`config.mk`:
```
export PLATFORM = sky130hd
export DESIGN_NAME = hex8_element_connectivity
export DESIGN_NICKNAME = d
export VERILOG_FILES = /design/src/hec_pkg.sv /design/src/hex8_element_connectivity.sv
export SDC_FILE = /design/constraint.sdc
export NUM_CORES = 2
export LEC_CHECK = 0
export ABC_AREA = 1
export BUFFER_PORTS_ARGS = -buffer_cell sky130_fd_sc_hd__clkbuf_2
export CORE_MARGIN = 10
export CORE_UTILIZATION = 55
export CTS_CLUSTER_DIAMETER = 100
export DETAILED_ROUTE_END_ITERATION = 8
export PLACE_DENSITY = 0.8
export SYNTH_ARGS = -nofsm -noshare
export SYNTH_HDL_FRONTEND = slang
export SYNTH_SLANG_ARGS = --single-unit
```
`constraint.sdc`:
```
create_clock -name clk -period 5.1 [get_ports clk]
set_clock_uncertainty 0.2 [all_clocks]
set_input_delay 1.02 -clock clk [delete_from_list [all_inputs] [get_ports clk]]
set_output_delay 1.02 -clock clk [all_outputs]
set_load 0.01 [all_outputs]
```
`src/hec_pkg.sv`:
```
package hec_pkg;

	// field widths
	localparam int AXIS_W  = 8;
	localparam int IDX_W   = 24;
	localparam int NODE_W  = 24;
	localparam int PROD_W  = 2 * AXIS_W;
	localparam int SY_W    = 2 * AXIS_W + 2;
	localparam int CFG_W   = 8;
	localparam int CFG_IDX_W = 2;

	// largest cell count used on any axis
	localparam int MAX_CELLS_PER_AXIS = 255;

	// start accepted to done strobe, in cycles
	localparam int PIPE_LAT = 2 * AXIS_W + 7;

	// configuration register map
	typedef enum logic [CFG_IDX_W-1:0] {
		REG_X_CELLS  = 2'd0,
		REG_Y_CELLS  = 2'd1,
		REG_Z_CELLS  = 2'd2,
		REG_PERIODIC = 2'd3
	} cfg_reg_t;

endpackage

```
`src/hex8_element_connectivity.sv`:
```
// from start: stages 1-2, dividers a and b, stages 21-23 to done; result held for one cycle
// throughput: one element index per cycle, busy stays low and start is never refused
// the rate is set by the pipeline: two 8-step restoring dividers, one step per stage
// the receiver cannot stall, so results leave on done and are never held back
// reset (arst_n low, asynchronous) empties the pipeline and sets 1x1x1 cells, lattice mode

module hex8_element_connectivity
	import hec_pkg::*;
(
	input  logic                 clk,
	input  logic                 arst_n,
	input  logic                 cfg_wen,
	input  logic [CFG_IDX_W-1:0] cfg_index,
	input  logic [CFG_W-1:0]     cfg_data,
	input  logic                 start,
	output logic                 busy,
	input  logic [IDX_W-1:0]     element_index,
	output logic                 done,
	output logic [NODE_W-1:0]    corner_one,
	output logic [NODE_W-1:0]    corner_two,
	output logic [NODE_W-1:0]    corner_three,
	output logic [NODE_W-1:0]    corner_four,
	output logic [NODE_W-1:0]    corner_five,
	output logic [NODE_W-1:0]    corner_six,
	output logic [NODE_W-1:0]    corner_seven,
	output logic [NODE_W-1:0]    corner_eight,
	output logic                 range_error
);

	// configuration registers
	logic [AXIS_W-1:0] x_cells_q, y_cells_q, z_cells_q;
	logic              periodic_q;

	always_ff @(posedge clk or negedge arst_n) begin
		if (!arst_n) begin
			x_cells_q  <= AXIS_W'(1);
			y_cells_q  <= AXIS_W'(1);
			z_cells_q  <= AXIS_W'(1);
			periodic_q <= 1'b0;
		end else if (cfg_wen) begin
			unique case (cfg_index)
				REG_X_CELLS:  x_cells_q  <= cfg_data[AXIS_W-1:0];
				REG_Y_CELLS:  y_cells_q  <= cfg_data[AXIS_W-1:0];
				REG_Z_CELLS:  z_cells_q  <= cfg_data[AXIS_W-1:0];
				REG_PERIODIC: periodic_q <= cfg_data[0];
				default: ;
			endcase
		end
	end

	// axis counts saturated to the supported maximum
	logic [AXIS_W-1:0] nx, ny, nz;

	always_comb begin
		nx = (32'(x_cells_q) > MAX_CELLS_PER_AXIS) ? AXIS_W'(MAX_CELLS_PER_AXIS) : x_cells_q;
		ny = (32'(y_cells_q) > MAX_CELLS_PER_AXIS) ? AXIS_W'(MAX_CELLS_PER_AXIS) : y_cells_q;
		nz = (32'(z_cells_q) > MAX_CELLS_PER_AXIS) ? AXIS_W'(MAX_CELLS_PER_AXIS) : z_cells_q;
	end

	// a new transaction can enter every cycle
	assign busy = 1'b0;

	// stage 1: layer size nx*ny
	logic              v_s1;
	logic [IDX_W-1:0]  idx_s1;
	logic [PROD_W-1:0] nxny_s1;

	// stage 2: cell total
	logic              v_s2;
	logic [IDX_W-1:0]  idx_s2;
	logic [PROD_W-1:0] nxny_s2;
	logic [IDX_W-1:0]  total_s2;

	always_ff @(posedge clk or negedge arst_n) begin
		if (!arst_n) begin
			v_s1 <= 1'b0;
			v_s2 <= 1'b0;
		end else begin
			v_s1 <= start & ~busy;
			v_s2 <= v_s1;
		end
	end

	always_ff @(posedge clk) begin
		idx_s1   <= element_index;
		nxny_s1  <= PROD_W'(nx) * PROD_W'(ny);
		idx_s2   <= idx_s1;
		nxny_s2  <= nxny_s1;
		total_s2 <= IDX_W'(nxny_s1) * IDX_W'(nz);
	end

	// divider a: index / (nx*ny) gives k, one quotient bit per stage
	// entry 0 is stage 3, which also does the range check
	logic [AXIS_W:0]   ka_v_s;
	logic [AXIS_W:0]   ka_err_s;
	logic [IDX_W-1:0]  ka_rem_s [0:AXIS_W];
	logic [AXIS_W-1:0] ka_q_s   [0:AXIS_W];
	logic [PROD_W-1:0] ka_d_s   [0:AXIS_W];
	logic [IDX_W-1:0]  ka_trial [1:AXIS_W];
	logic [AXIS_W:1]   ka_take;

	always_comb begin
		for (int n = 1; n <= AXIS_W; n++) begin
			ka_trial[n] = IDX_W'(ka_d_s[n-1]) << (AXIS_W - n);
			ka_take[n]  = ka_rem_s[n-1] >= ka_trial[n];
		end
	end

	always_ff @(posedge clk or negedge arst_n) begin
		if (!arst_n) begin
			ka_v_s <= '0;
		end else begin
			ka_v_s <= {ka_v_s[AXIS_W-1:0], v_s2};
		end
	end

	always_ff @(posedge clk) begin
		ka_err_s[0] <= idx_s2 >= total_s2;
		ka_rem_s[0] <= idx_s2;
		ka_q_s[0]   <= '0;
		ka_d_s[0]   <= nxny_s2;
		for (int n = 1; n <= AXIS_W; n++) begin
			ka_err_s[n] <= ka_err_s[n-1];
			ka_d_s[n]   <= ka_d_s[n-1];
			ka_q_s[n]   <= {ka_q_s[n-1][AXIS_W-2:0], ka_take[n]};
			ka_rem_s[n] <= ka_take[n] ? ka_rem_s[n-1] - ka_trial[n] : ka_rem_s[n-1];
		end
	end

	// divider b: remainder / nx gives j, final remainder is i
	logic [AXIS_W:0]   jb_v_s;
	logic [AXIS_W:0]   jb_err_s;
	logic [PROD_W-1:0] jb_rem_s [0:AXIS_W];
	logic [AXIS_W-1:0] jb_q_s   [0:AXIS_W];
	logic [AXIS_W-1:0] jb_k_s   [0:AXIS_W];
	logic [PROD_W-1:0] jb_trial [1:AXIS_W];
	logic [AXIS_W:1]   jb_take;

	always_comb begin
		for (int n = 1; n <= AXIS_W; n++) begin
			jb_trial[n] = PROD_W'(nx) << (AXIS_W - n);
			jb_take[n]  = jb_rem_s[n-1] >= jb_trial[n];
		end
	end

	always_ff @(posedge clk or negedge arst_n) begin
		if (!arst_n) begin
			jb_v_s <= '0;
		end else begin
			jb_v_s <= {jb_v_s[AXIS_W-1:0], ka_v_s[AXIS_W]};
		end
	end

	always_ff @(posedge clk) begin
		jb_err_s[0] <= ka_err_s[AXIS_W];
		jb_rem_s[0] <= ka_rem_s[AXIS_W][PROD_W-1:0];
		jb_q_s[0]   <= '0;
		jb_k_s[0]   <= ka_q_s[AXIS_W];
		for (int n = 1; n <= AXIS_W; n++) begin
			jb_err_s[n] <= jb_err_s[n-1];
			jb_k_s[n]   <= jb_k_s[n-1];
			jb_q_s[n]   <= {jb_q_s[n-1][AXIS_W-2:0], jb_take[n]};
			jb_rem_s[n] <= jb_take[n] ? jb_rem_s[n-1] - jb_trial[n] : jb_rem_s[n-1];
		end
	end

	// stage 21: next coordinates with wrap, node strides
	logic [AXIS_W-1:0] ci, cj, ck;
	logic [AXIS_W:0]   ci_inc, cj_inc, ck_inc;
	logic [AXIS_W:0]   ex, ey;

	always_comb begin
		ci     = jb_rem_s[AXIS_W][AXIS_W-1:0];
		cj     = jb_q_s[AXIS_W];
		ck     = jb_k_s[AXIS_W];
		ci_inc = (AXIS_W+1)'(ci) + (AXIS_W+1)'(1);
		cj_inc = (AXIS_W+1)'(cj) + (AXIS_W+1)'(1);
		ck_inc = (AXIS_W+1)'(ck) + (AXIS_W+1)'(1);
		ex     = (AXIS_W+1)'(nx) + (AXIS_W+1)'(!periodic_q);
		ey     = (AXIS_W+1)'(ny) + (AXIS_W+1)'(!periodic_q);
	end

	logic              v_s21, err_s21;
	logic [AXIS_W-1:0] i0_s21, j0_s21, k0_s21;
	logic [AXIS_W:0]   i1_s21, j1_s21, k1_s21;
	logic [AXIS_W:0]   sx_s21;
	logic [SY_W-1:0]   sy_s21;

	always_ff @(posedge clk) begin
		err_s21 <= jb_err_s[AXIS_W];
		i0_s21  <= ci;
		j0_s21  <= cj;
		k0_s21  <= ck;
		i1_s21  <= (periodic_q && ci_inc == (AXIS_W+1)'(nx)) ? '0 : ci_inc;
		j1_s21  <= (periodic_q && cj_inc == (AXIS_W+1)'(ny)) ? '0 : cj_inc;
		k1_s21  <= (periodic_q && ck_inc == (AXIS_W+1)'(nz)) ? '0 : ck_inc;
		sx_s21  <= ex;
		sy_s21  <= SY_W'(ex) * SY_W'(ey);
	end

	// stage 22: row and layer offsets, modulo the node width
	logic              v_s22, err_s22;
	logic [NODE_W-1:0] i0_s22, i1_s22;
	logic [NODE_W-1:0] y0_s22, y1_s22, z0_s22, z1_s22;

	always_ff @(posedge clk) begin
		err_s22 <= err_s21;
		i0_s22  <= NODE_W'(i0_s21);
		i1_s22  <= NODE_W'(i1_s21);
		y0_s22  <= NODE_W'(j0_s21) * NODE_W'(sx_s21);
		y1_s22  <= NODE_W'(j1_s21) * NODE_W'(sx_s21);
		z0_s22  <= NODE_W'(k0_s21) * NODE_W'(sy_s21);
		z1_s22  <= NODE_W'(k1_s21) * NODE_W'(sy_s21);
	end

	// stage 23: corner sums, zeroed on range error
	logic              v_s23, err_s23;
	logic [NODE_W-1:0] node_s23 [0:7];

	always_ff @(posedge clk) begin
		err_s23     <= err_s22;
		node_s23[0] <= err_s22 ? '0 : z0_s22 + y0_s22 + i0_s22;
		node_s23[1] <= err_s22 ? '0 : z0_s22 + y0_s22 + i1_s22;
		node_s23[2] <= err_s22 ? '0 : z0_s22 + y1_s22 + i1_s22;
		node_s23[3] <= err_s22 ? '0 : z0_s22 + y1_s22 + i0_s22;
		node_s23[4] <= err_s22 ? '0 : z1_s22 + y0_s22 + i0_s22;
		node_s23[5] <= err_s22 ? '0 : z1_s22 + y0_s22 + i1_s22;
		node_s23[6] <= err_s22 ? '0 : z1_s22 + y1_s22 + i1_s22;
		node_s23[7] <= err_s22 ? '0 : z1_s22 + y1_s22 + i0_s22;
	end

	// valid bits of the tail stages
	always_ff @(posedge clk or negedge arst_n) begin
		if (!arst_n) begin
			v_s21 <= 1'b0;
			v_s22 <= 1'b0;
			v_s23 <= 1'b0;
		end else begin
			v_s21 <= jb_v_s[AXIS_W];
			v_s22 <= v_s21;
			v_s23 <= v_s22;
		end
	end

	// result ports
	assign done         = v_s23;
	assign range_error  = err_s23;
	assign corner_one   = node_s23[0];
	assign corner_two   = node_s23[1];
	assign corner_three = node_s23[2];
	assign corner_four  = node_s23[3];
	assign corner_five  = node_s23[4];
	assign corner_six   = node_s23[5];
	assign corner_seven = node_s23[6];
	assign corner_eight = node_s23[7];

endmodule

```
# == Word level (Yosys, flattened, before mapping) ==
# Memory sizes are Yosys's and may differ from the RTL's.
# Cells that the tools add are included.
# totals
output_inout_bits,195
n_memories,7
mem_bits_rw,912
regBits,351
elab_cells,138
in_bits,38
# memory_table
name,words,width,rd,rd_clocked_by_memory_dff,wr,line_no,rtl
ka_rem_s,9,24,9,0,9,hex8_element_connectivity.sv:96,logic [IDX_W-1:0] ka_rem_s [0:AXIS_W];
node_s23,8,24,8,0,8,hex8_element_connectivity.sv:218,logic [NODE_W-1:0] node_s23 [0:7];
jb_rem_s,9,16,9,0,9,hex8_element_connectivity.sv:133,logic [PROD_W-1:0] jb_rem_s [0:AXIS_W];
ka_d_s,9,16,8,0,9,hex8_element_connectivity.sv:98,logic [PROD_W-1:0] ka_d_s [0:AXIS_W];
jb_k_s,9,8,9,0,9,hex8_element_connectivity.sv:135,logic [AXIS_W-1:0] jb_k_s [0:AXIS_W];
jb_q_s,9,8,9,0,9,hex8_element_connectivity.sv:134,logic [AXIS_W-1:0] jb_q_s [0:AXIS_W];
+1 memories,--,--,--,--,--,--,
# op_classes
n_addsub,33
eq_ne,6
mux,24
magnitude_cmp,17
n_mul,7
n_reduce_logical,9
# op_table
cell,n
24-bit 2-to-1 mux,16
16-bit 2-to-1 mux,8
24-bit by 8-bit adder with 24-bit output,4
24-bit by 9-bit adder with 24-bit output,4
24-bit by 17-bit adder with 24-bit output,2
24-bit by 18-bit adder with 24-bit output,2
9-bit by 9-bit multiplier with 18-bit output,2
"8-bit by 1-bit adder with 9-bit output, second input constant",3
9-bit by 8-bit == test with 1-bit output,3
24-bit by 16-bit >= comparator with 1-bit output,1
24-bit by 17-bit >= comparator with 1-bit output,1
24-bit by 18-bit >= comparator with 1-bit output,1
24-bit by 19-bit >= comparator with 1-bit output,1
24-bit by 20-bit >= comparator with 1-bit output,1
24-bit by 21-bit >= comparator with 1-bit output,1
24-bit by 22-bit >= comparator with 1-bit output,1
24-bit by 23-bit >= comparator with 1-bit output,1
24-bit >= comparator,1
16-bit by 8-bit multiplier with 24-bit output,1
8-bit by 18-bit multiplier with 24-bit output,1
9-bit by 18-bit multiplier with 24-bit output,1
24-bit by 16-bit subtractor with 24-bit output,1
24-bit by 17-bit subtractor with 24-bit output,1
24-bit by 18-bit subtractor with 24-bit output,1
other kinds (30),37

# == Depth between registers and ports, before layout ==
# An unclocked memory read counts as a cell.
# logic_depth
depth_word,4
ltp_mapped,28
depth_no_buf,28

# == Worst setup path before layout ==
# Ideal clock, no wire load.
# synth_timing
kind,flip-flop to flip-flop
from,register x_cells_q[0] (netlist: nx[0])
to,register sy_s21[14]
stages_incl_launch_ff,25
required_ps,4779
t_arrival_ps,5140
period_less_slack_ps,5461
setup_slack_ps,-361
n_path_buf,0
path_cell_list,dfstp_2 -> ha_1 -> nand4_1 -> nor2_1 -> nand2_1 -> o21ai_0 -> nand2_1 -> inv_1 -> nand2_1 -> fa_1 -> inv_1 -> fa_1 -> inv_1 -> fa_1 -> fa_1 -> inv_1 -> ha_1 -> nand2_1 -> o21ai_0 -> a31oi_1 -> o21ai_0 -> a21oi_1 -> nor2_1 -> nor2_1 -> xor2_1
# synth_via
elab_chain_cells,2
# synth_lines
element,line_no,rtl
from (decl),hex8_element_connectivity.sv:31,"logic [AXIS_W-1:0] x_cells_q, y_cells_q, z_cells_q;"
from (signal assigned),hex8_element_connectivity.sv:42,REG_X_CELLS: x_cells_q <= cfg_data[AXIS_W-1:0];
8-bit by 1-bit adder with 9-bit output,hex8_element_connectivity.sv:179,ex = (AXIS_W+1)'(nx) + (AXIS_W+1)'(!periodic_q);
net ex[7],hex8_element_connectivity.sv:170,"logic [AXIS_W:0] ex, ey;"
9-bit by 9-bit multiplier with 18-bit output,hex8_element_connectivity.sv:198,sy_s21 <= SY_W'(ex) * SY_W'(ey);
to (signal assigned),hex8_element_connectivity.sv:198,
to (decl),hex8_element_connectivity.sv:187,logic [SY_W-1:0] sy_s21;
# The timed path passes the listed nets, and every way through them passes these cells.
# A chain may end at the register's enable or synchronous reset.

# == Final worst setup path ==
# Same ends and word-level chain as after synthesis.

==> impl_metrics.ini <==
[outcome]
status = finished, violations left
violations = setup timing

[die]
fp-row-count = 134
die_w_um = 386.6
pin_count = 233
dieArea_mm2 = 0.1495
die_h_um = 386.6
initial_core_util_pct = 55.39
core_mm2 = 0.1335

[critical_path]
cp_common_cell = fa_1
r2r-end = sy_s21[14]
r2r_slack_ps = -50
crit_path_max_incr_delay_ps = 550
r2r-start = nx[0]
worstPathArrival_ps = 5650
cp-end-kind = register
crit_buf_inv = 4
worstSetupStartpointType = register
critical_path_class = reg -> reg
cp_top_family = adder cells
cp_cell_sequence = ha_4 -> nand4_1 -> nor2_2 -> nand2_2 -> o21ai_2 -> nand2_2 -> inv_4 -> nand2_2 -> fa_1 -> inv_1 -> fa_1 -> inv_1 -> fa_1 -> fa_1 -> inv_2 -> ha_4 -> a21oi_4 -> o21ai_4 -> a31oi_4 -> o21ai_2 -> a21oi_2 -> nor2_1 -> nor2_1 -> xor2_1
required_ps = 5600
crit_fanout = 4
reg2reg_depth = 24
slowest_stage = dfstp_2

[global_route]
grt_max_degree = 72
grt_pass1_wl_mm = 325.2
antenna_found_initial = 2
grt_pass1_vias = 62020
track_usage_pct = 26.57
overflow = 0

[logic_synthesis]
synth_cell_types = 68
synth_warnings = 0
synthCells = 9526
synth_top_area_share_pct = 30.09
synth_flop_cell = dfxtp_1
synth_edf_count = 0
async_flop_share_pct = 4.142
ys_top_cells_by_area = dfxtp_1, fa_1, nand2_1
synth.cell_area_mm2 = 0.07392
syn_area_per_cell_um2 = 7.760
yosys.area.top_type = dfxtp_1
syn_nets = 10690
synth_seq_cells = 1159
yosysSeqAreaShare_pct = 31.72

[sta]
fin_crit_sh_pct = 101.0
rsz0062_at_grt = true
worst_pin_slew_ps = 824.9
setup_slack_ps = -48.89
final-hold-violation-count = 0
setup_violations = 2
fmax_mhz = 194.2
relSlewSlack_pct = 44.50
post-route-min-period_ps = 5149
finalMaxSlewViolations = 0
timing.hold.ws_ps = 95.85

[min_path]
hold_depth = 0
hold_path.class = reg -> reg
min_from = jb_q_s[1][9]
holdPathEnd = jb_q_s[1][18]

[detailed_routing]
ant_nets = 0
wire_per_inst_um = 17.24
drtIter0Drc = 4169
route.detailed.drc = 0
viasPerCell = 5.225
wl_mm = 201.7
num_vias = 61100
drtPass1Iterations = 7

[placement]
dpl.hpwl_mm = 164.7
globalplace.congestion = 0.9594
port_buffers = 231

[cts]
path_clk_slew_ps = 60
clk_latency_ps = 790
cts.root.buffer_cell = clkbuf_16
clockBufferDepth = 3
cts_made_buffers = 117
cts_sinks = 1159
htreeDepth = 3
cts_tree = done
hold_buffers = 0

[final_layout]
drive_gt1_share_pct = 9.772
areaGrowthSynthToFinish_pct = 11.55
layout.nets = 10990

[job]
maxCapViolCount = 0
per-stage QoR:
step / setup slack, ps / setup TNS [ps] / instances / cell area [um^2] / util [%]
floorplan: -38.72 / -38.72 / 9526 / 73980 / -
global placement: -146.9 / -282.8 / 11460 / 77590 / 58.14
detailed placement: -220.6 / -598.0 / 11460 / 77590 / 58.14
CTS: -27.86 / -37.60 / 11690 / 82290 / 61.66
global route: -314.8 / -1399 / 11690 / 82460 / 61.79
finish: -48.89 / -57.45 / 11700 / 82460 / 61.79
worst max-delay path by stage:
| stage | from | end | slack (ps) | cells after the start |
|---|---|---|---|---|
| floorplan | nx[0] | sy_s21[14] | -40 | 22 |
| global placement | nx[0] | sy_s21[14] | -150 | 22 |
| detailed placement | nx[0] | sy_s21[14] | -220 | 24 |
| CTS | nx[0] | sy_s21[14] | -30 | 24 |
| global route | nx[0] | sy_s21[15] | -310 | 23 |
| finish | nx[0] | sy_s21[14] | -50 | 24 |
layout make-up:
| cell class | count | area, um^2 |
|---|---|---|
| diodes | 1 | 2.502 |
| clock buffers | 148 | 3256 |
| clock inverters | 70 | 1121 |
| fillers | 11620 | 51000 |
| inverters | 1887 | 7088 |
| multi-input cells | 6264 | 42830 |
| flip-flops and latches | 1159 | 23500 |
| well taps | 1768 | 2212 |
| repair buffers | 398 | 2457 |
cells by family (layout without fill, tap and decap cells):
logic type,Yosys count,after routing,share of synthesized area [%]
compound gates,1200,1200,8.798
xor+xnor,346,346,4.110
fa+ha+maj,1125,1125,24.08
buf+inv,2103,2503,10.84
flops,1159,1159,31.72
other cells,1,2,0.005073
simple gates,3592,3592,20.45
synthesized netlist by cell type (all sizes together), types with 4 or more instances:
| library cell | number |
|---|---|
| or2 | 28 |
| o21ai | 483 |
| dfrtp | 45 |
| xor2 | 227 |
| a21o | 17 |
| ha | 629 |
| and3 | 5 |
| buf | 56 |
| o221ai | 6 |
| o211ai | 11 |
| dfxtp | 1111 |
| o2111ai | 7 |
| a21oi | 545 |
| and2 | 7 |
| nor2 | 640 |
| a211oi | 14 |
| nand4 | 90 |
| nor3b | 4 |
| nand2 | 2360 |
| inv | 1886 |
| o31ai | 9 |
| xnor2 | 119 |
| nor4 | 30 |
| nor3 | 79 |
| a21boi | 15 |
| nand3 | 323 |
| a31oi | 29 |
| o21a | 20 |
| o21bai | 24 |
| fa | 496 |
| clkbuf | 160 |
| o22ai | 5 |
| nand3b | 24 |
per-layer routing:
| metal | share of wire (%) | track usage [%] |
|---|---|---|
| met4 | 5.6 | 13.58 |
| met3 | 5.3 | 3.681 |
| met1 | 40 | 31.00 |
| met2 | 49 | 47.24 |
| met5 | 0.0084 | 0 |
registers in the layout, summed over array words and instances, names as in the netlist, 36 cells and up:
register,cells
jb_rem_s,136
ka_q_s,36
ka_d_s,128
jb_k_s,72
jb_q_s,36
node_s23,192
ka_rem_s,208
repair_timing:
item,4_1_cts,5_1_grt
pin swaps,42,28
resized for setup,51,62
setup buffers,13,6
endpoints found under the setup margin,8,31
layout by cell type (no fill, tap or decap), types with 22 or more instances in the layout:
cell type | netlist | final
nand2_1 | 2288 | 2277
inv_1 | 1841 | 1830
dfxtp_1 | 1111 | 1082
ha_1 | 629 | 619
nor2_1 | 564 | 557
a21oi_1 | 542 | 533
fa_1 | 496 | 495
o21ai_0 | 439 | 430
nand3_1 | 299 | 297
clkbuf_2 | 1 | 231
xor2_1 | 226 | 223
buf_4 | 5 | 159
xnor2_1 | 119 | 118
clkbuf_16 | 0 | 118
nand4_1 | 90 | 90
nor3_1 | 77 | 76
nand2_2 | 67 | 75
nor2_2 | 57 | 61
inv_2 | 45 | 54
dfrtp_1 | 45 | 41
o21ai_1 | 33 | 37
nor4_1 | 30 | 30
a31oi_1 | 29 | 28
nand3_2 | 24 | 26
dfxtp_2 | 0 | 26
nand3b_1 | 24 | 24
or2_2 | 27 | 24
o21bai_1 | 23 | 23
nor2_4 | 19 | 22
worst register-to-register path, delay by kind of cell (launching register included):
kind / cells / cell delay, ps
compound gates: 6 / 760
xor+xnor: 1 / 170
simple gates: 7 / 760
buf+inv: 4 / 240
fa+ha+maj: 6 / 2390
flops: 1 / 550
Power is not shown: default switching activity piles up to over one toggle a cycle in this logic, so the estimate is an artifact.
